$ cat config.mk
export PLATFORM = sky130hd
export DESIGN_NAME = fvcw_angle
export DESIGN_NICKNAME = d
export VERILOG_FILES = /design/src/fvcw_pkg.sv /design/src/fvcw_angle.sv
export SDC_FILE = /design/constraint.sdc
export NUM_CORES = 2
export LEC_CHECK = 0
export BUFFER_PORTS_ARGS = -buffer_cell sky130_fd_sc_hd__buf_2
export CORE_ASPECT_RATIO = 0.75
export CORE_MARGIN = 2
export CORE_UTILIZATION = 50
export DETAILED_ROUTE_END_ITERATION = 8
export PLACE_DENSITY = 0.71
export SETUP_SLACK_MARGIN = 0.3
export SLEW_MARGIN = 20
export SYNTH_ARGS = -nofsm -noshare
export SYNTH_HDL_FRONTEND = slang
export SYNTH_SLANG_ARGS = --single-unit
$ cat constraint.sdc
create_clock -name clk -period 8.08 [get_ports clk]
set_input_delay 1.616 -clock clk [delete_from_list [all_inputs] [get_ports clk]]
set_output_delay 1.616 -clock clk [all_outputs]
set_load 0.05 [all_outputs]
$ cat src/fvcw_pkg.sv
package fvcw_pkg;

	localparam int WHEEL_COLORS = 55;
	localparam int CORDIC_ITERS = 16;
	localparam int ANGLE_W = 16;
	localparam int RAD_W = 17;

	// Pipeline stage counts of the angle, radius and color paths.
	localparam int ANGLE_STAGES = CORDIC_ITERS + 2;
	localparam int RADIUS_STAGES = 4 + RAD_W;
	localparam int COLOR_STAGES = 4;

	// atan(2^-i) in units of 1/65536 turn.
	function automatic logic [13:0] atan_turn(input int i);
		logic [13:0] r;
		case (i)
			0: r = 14'd8192;
			1: r = 14'd4836;
			2: r = 14'd2555;
			3: r = 14'd1297;
			4: r = 14'd651;
			5: r = 14'd326;
			6: r = 14'd163;
			7: r = 14'd81;
			8: r = 14'd41;
			9: r = 14'd20;
			10: r = 14'd10;
			11: r = 14'd5;
			12: r = 14'd3;
			13: r = 14'd1;
			14: r = 14'd1;
			default: r = 14'd0;
		endcase
		return r;
	endfunction

	// Wheel entry as {red, green, blue}.
	function automatic logic [23:0] wheel_rgb(input logic [5:0] k);
		logic [23:0] r;
		case (k)
			6'd0: r = {8'd255, 8'd0, 8'd0};
			6'd1: r = {8'd255, 8'd17, 8'd0};
			6'd2: r = {8'd255, 8'd34, 8'd0};
			6'd3: r = {8'd255, 8'd51, 8'd0};
			6'd4: r = {8'd255, 8'd68, 8'd0};
			6'd5: r = {8'd255, 8'd85, 8'd0};
			6'd6: r = {8'd255, 8'd102, 8'd0};
			6'd7: r = {8'd255, 8'd119, 8'd0};
			6'd8: r = {8'd255, 8'd136, 8'd0};
			6'd9: r = {8'd255, 8'd153, 8'd0};
			6'd10: r = {8'd255, 8'd170, 8'd0};
			6'd11: r = {8'd255, 8'd187, 8'd0};
			6'd12: r = {8'd255, 8'd204, 8'd0};
			6'd13: r = {8'd255, 8'd221, 8'd0};
			6'd14: r = {8'd255, 8'd238, 8'd0};
			6'd15: r = {8'd255, 8'd255, 8'd0};
			6'd16: r = {8'd213, 8'd255, 8'd0};
			6'd17: r = {8'd170, 8'd255, 8'd0};
			6'd18: r = {8'd128, 8'd255, 8'd0};
			6'd19: r = {8'd85, 8'd255, 8'd0};
			6'd20: r = {8'd43, 8'd255, 8'd0};
			6'd21: r = {8'd0, 8'd255, 8'd0};
			6'd22: r = {8'd0, 8'd255, 8'd63};
			6'd23: r = {8'd0, 8'd255, 8'd127};
			6'd24: r = {8'd0, 8'd255, 8'd191};
			6'd25: r = {8'd0, 8'd255, 8'd255};
			6'd26: r = {8'd0, 8'd232, 8'd255};
			6'd27: r = {8'd0, 8'd209, 8'd255};
			6'd28: r = {8'd0, 8'd186, 8'd255};
			6'd29: r = {8'd0, 8'd163, 8'd255};
			6'd30: r = {8'd0, 8'd140, 8'd255};
			6'd31: r = {8'd0, 8'd116, 8'd255};
			6'd32: r = {8'd0, 8'd93, 8'd255};
			6'd33: r = {8'd0, 8'd70, 8'd255};
			6'd34: r = {8'd0, 8'd47, 8'd255};
			6'd35: r = {8'd0, 8'd24, 8'd255};
			6'd36: r = {8'd0, 8'd0, 8'd255};
			6'd37: r = {8'd19, 8'd0, 8'd255};
			6'd38: r = {8'd39, 8'd0, 8'd255};
			6'd39: r = {8'd58, 8'd0, 8'd255};
			6'd40: r = {8'd78, 8'd0, 8'd255};
			6'd41: r = {8'd98, 8'd0, 8'd255};
			6'd42: r = {8'd117, 8'd0, 8'd255};
			6'd43: r = {8'd137, 8'd0, 8'd255};
			6'd44: r = {8'd156, 8'd0, 8'd255};
			6'd45: r = {8'd176, 8'd0, 8'd255};
			6'd46: r = {8'd196, 8'd0, 8'd255};
			6'd47: r = {8'd215, 8'd0, 8'd255};
			6'd48: r = {8'd235, 8'd0, 8'd255};
			6'd49: r = {8'd255, 8'd0, 8'd255};
			6'd50: r = {8'd255, 8'd0, 8'd213};
			6'd51: r = {8'd255, 8'd0, 8'd170};
			6'd52: r = {8'd255, 8'd0, 8'd128};
			6'd53: r = {8'd255, 8'd0, 8'd85};
			6'd54: r = {8'd255, 8'd0, 8'd43};
			default: r = 24'd0;
		endcase
		return r;
	endfunction

endpackage

$ cat src/fvcw_angle.sv
module fvcw_angle (
	input  logic                            clk,
	input  logic                            en,
	input  logic signed [23:0]              flow_x,
	input  logic signed [23:0]              flow_y,
	output logic [fvcw_pkg::ANGLE_W-1:0]    angle
);

	localparam int N = fvcw_pkg::CORDIC_ITERS;

	logic signed [35:0] x_s [0:N];
	logic signed [35:0] y_s [0:N];
	logic signed [17:0] a_s [0:N];
	logic [1:0]         q_s [0:N];
	logic [fvcw_pkg::ANGLE_W-1:0] angle_q;

	logic signed [35:0] xe, ye, xm, ym;
	logic [1:0]         qm;

	assign xe = 36'(flow_x);
	assign ye = 36'(flow_y);

	// Rotate the vector into the first quadrant (x > 0, y >= 0). The zero vector
	// stays in the first quadrant so that its angle clamps to zero.
	always_comb begin
		if (xe == 0 && ye == 0) begin
			qm = 2'd0; xm = '0;  ym = '0;
		end else if (ye >= 0 && xe > 0) begin
			qm = 2'd0; xm = xe;  ym = ye;
		end else if (xe <= 0 && ye > 0) begin
			qm = 2'd1; xm = ye;  ym = -xe;
		end else if (ye <= 0 && xe < 0) begin
			qm = 2'd2; xm = -xe; ym = -ye;
		end else begin
			qm = 2'd3; xm = -ye; ym = xe;
		end
	end

	always_ff @(posedge clk) begin
		if (en) begin
			x_s[0] <= xm <<< 8;
			y_s[0] <= ym <<< 8;
			a_s[0] <= '0;
			q_s[0] <= qm;
		end
	end

	for (genvar i = 0; i < N; i++) begin : g_iter
		logic signed [35:0] dx, dy;
		assign dx = y_s[i] >>> i;
		assign dy = x_s[i] >>> i;
		always_ff @(posedge clk) begin
			if (en) begin
				q_s[i+1] <= q_s[i];
				if (y_s[i] > 0) begin
					x_s[i+1] <= x_s[i] + dx;
					y_s[i+1] <= y_s[i] - dy;
					a_s[i+1] <= a_s[i] + 18'(fvcw_pkg::atan_turn(i));
				end else begin
					x_s[i+1] <= x_s[i] - dx;
					y_s[i+1] <= y_s[i] + dy;
					a_s[i+1] <= a_s[i] - 18'(fvcw_pkg::atan_turn(i));
				end
			end
		end
	end

	// Clamp the first-quadrant angle and add the quadrant offset.
	always_ff @(posedge clk) begin
		if (en) begin
			if (a_s[N] < 0)
				angle_q <= {q_s[N], 14'd0};
			else if (a_s[N] > 18'sd16383)
				angle_q <= {q_s[N], 14'd16383};
			else
				angle_q <= {q_s[N], a_s[N][13:0]};
		end
	end

	assign angle = angle_q;

endmodule

==> results.md <==
* Yosys Warn Count at 0
* Total negative setup slack at 0 ns
* Vias in the first global route at slightly above 80000
* Req. time, crit path at between 8 and 9 ns
* Die Y at ~400 um
* Worst reg2reg path startpoint: y_s[10][15]
* 1st-iter DRT viols at 9380
* Cts-stage hold buffer count at 0
* Rel. slew slack at 24.0%
* Final ANT Viol Nets at 0
* Most used DFF post-synth: edfxtp_1
* WS Path Type: reg -> reg
* Total vias in the final route at 87820
* Most common cell after layout, fill and taps aside: edfxtp_1
* Worst hold slack at approximately 0.41 ns
* Synth async-reset ratio at 0%
* Gpl congestion at 0.995
* Final Hold Vio Count at 0
* Worst skew pair latency at 0.82 ns
* Total gr overflow at 0
* Cell Area, Placed at approximately 110000 um^2
* Reg2Reg Setup Slack at slightly below 0.8 ns
* Core region area at approximately 210000 um^2
* Netlist Area Pre-Place at approximately 110000 um^2
* Post-synthesis register bit count at 1258
* Worst-path maximum fanout at 18
* Avg Vias per Cell at ~6.1
* Most frequent cells in the layout: edfxtp_1, ha_1, xnor2_1
* Die ar. at about 220000 um^2
* Final wirelength at about 300000 um
* Final Slew Violations at 0
* IO Port Bufs at 65
* CTS root buffer: clkbuf_16
* Final period util at between 90% and 100%
* Hold EP: a_s[16][5]
* Post-synth EDFFs at ~1300
* Final core utilization at a little over half
* First-pass GRT wire length at about 460000 um
* Initial antenna violation count at 9
* Top-Level Pins at 66
* Setup Skew at slightly above 0.05 ns
* Reg2reg path depth at 24
* Mapped Cells at approximately 11000
* Row count at 146
* WL per Instance at about 21 um
* Mean Syn Cell Area at 9.41 um^2
* Setup crit end kind: register
* Worst min path class: reg -> reg
* P&R area growth vs syn at 7.95%
* Max-cap violations at 0
* Worst slew pin tran at about 1.1 ns
* Hold path startpoint: a_s[15][5]
* Dpl hpwl at 237000 um
* RSZ-0062 raised after global routing: false
* CP Launch Type: register
* Post-synthesis sequential area ratio at 35.4%
* Setup violators final at 0
* CTS tree: yes
* Fillers at 18782
* Largest net degree at the start of global routing at approximately 170
* Yosys cell types at between 100 and 150
* Post-layout minimum cycle time at roughly 7.3 ns
* CP Data Arrival Time at between 7 and 8 ns
* Initial core utilization at about half
* Drt first pass iters at 8
* Clock sink count at 1258
* Resized Gates After CTS at 0
* Drt drc at 0
* Layout cells sized above 1 at under 10%
* Outcome: finished, final reports clean
* Cell area after layout at roughly 120000 um^2
* GRT Total Usage at about 27%
* Clock-pin slew on the worst setup and hold paths at 0.06 ns
* Fmax at 0.137 GHz
* Total setup buffers inserted after CTS at 0
* CTS buffer count at 147
* Hold Path Stages at 0
* Chip width at approximately 540 um
* Final #Nets at approximately 13000
* H-tree depth at 4
* RR Endpoint: y_s[11][35]
* # diodes at 0
* Clock buffer depth at 4
## worst max path at each step
| stage | end | cells after the start | from |
|---|---|---|---|
| after CTS | y_s[11][35] | 24 | y_s[10][15] |
| after floorplan | y_s[5][24] | 23 | en |
| final | y_s[11][35] | 24 | y_s[10][15] |
| after global routing | y_s[12][34] | 24 | y_s[11][11] |
| after global placement | y_s[12][34] | 20 | en |
| after detailed placement | y_s[11][35] | 23 | en |
## logic make-up (layout without fill, tap and decap cells)
kind of cell / after synthesis / count (layout) / share of synthesized area (%)
adder cells (fa/ha/maj): 1183 / 1183 / 14.1
multiplexers: 62 / 62 / 0.615
AND/OR/NAND/NOR: 3164 / 3164 / 14.2
other: 1 / 6 / 0.00352
flip-flops: 1258 / 1258 / 35.4
AO/OA/AOI/OAI: 3290 / 3290 / 19.6
buffers and inverters: 768 / 956 / 2.72
XOR/XNOR: 1611 / 1611 / 13.2
## synthesized netlist by cell type, drive strengths merged, types with 43 or more instances
cell type,count,share of area [%]
edfxtp,1258,35
ha,1148,13
xnor2,1061,8.7
a21oi,1016,4.8
nor2,1008,3.5
nand2,756,2.7
o21ai,685,3.2
xor2,550,4.5
inv,538,1.9
a21o,436,3.1
nor3,291,1.4
clkbuf,192,0.68
nand3,182,0.86
o21bai,167,1.2
o31ai,162,1.1
nor2b,151,0.89
o21a,146,1.0
nand2b,143,0.84
nor4,109,0.68
and3,105,0.62
or3,95,0.56
a31oi,94,0.57
a211oi,90,0.63
o41ai,88,0.77
a21boi,69,0.49
or4,64,0.46
nand4,63,0.37
o211ai,51,0.36
and2,46,0.27
mux2i,43,0.40
## layer usage
| metal | vias to the layer above | wire, um | part of all wire, % | track usage (%) |
|---|---|---|---|---|
| li1 | 41969 | - | - | - |
| met4 | 6 | 5660 | 1.9 | 5.39 |
| met1 | 42097 | 138000 | 46 | 39.5 |
| met2 | 3354 | 123000 | 41 | 39.0 |
| met5 | - | 38 | 0.013 | 0 |
| met3 | 394 | 31500 | 11 | 7.17 |
## area by class of cell
class | count | area, um^2 | share of cell area (%)
Clock buffer | 175 | 3870 | 3.36
Clock inverter | 82 | 801 | 0.696
Inverter | 542 | 2030 | 1.77
Multi-Input combinational cell | 9316 | 66100 | 57.4
Sequential cell | 1258 | 37800 | 32.8
Tap cell | 2812 | 3520 | 3.06
Timing Repair Buffer | 157 | 1060 | 0.917
## sequential cells by signal, indices dropped and copies added, names as in the netlist
register / count
a_s: 241
angle: 16
q_s: 34
x_s: 460
y_s: 507
## critical path: stages, from the launching register on
cell,delay (ns)
edfxtp_1,0.52
or4_1,0.57
nor2_1,0.37
nand2_1,0.23
nor3_1,0.34
nand3b_1,0.27
nor2_1,0.16
buf_4,0.14
o21ai_1,0.08
inv_1,0.45
buf_4,0.35
nor2_1,0.08
xor2_1,0.15
ha_1,0.32
a21oi_1,0.24
nor2b_1,0.12
o31a_1,0.29
a41o_1,0.37
a221o_1,0.41
a31oi_1,0.44
o21ai_0,0.34
a211oi_1,0.38
o21bai_1,0.12
a21oi_1,0.18
xnor2_1,0.08
## metrics by stage
step           setup slack (ns)  std cells
4_1_cts                   0.990      14342
3_3_place_gp              0.794      14085
5_1_grt                   0.346      14342
3_5_place_dp              0.716      14085
6_report                  0.780      14342
2_1_floorplan              1.28      11342
Power is not shown: default switching activity piles up to over one toggle a cycle in this logic, so the estimate is an artifact.
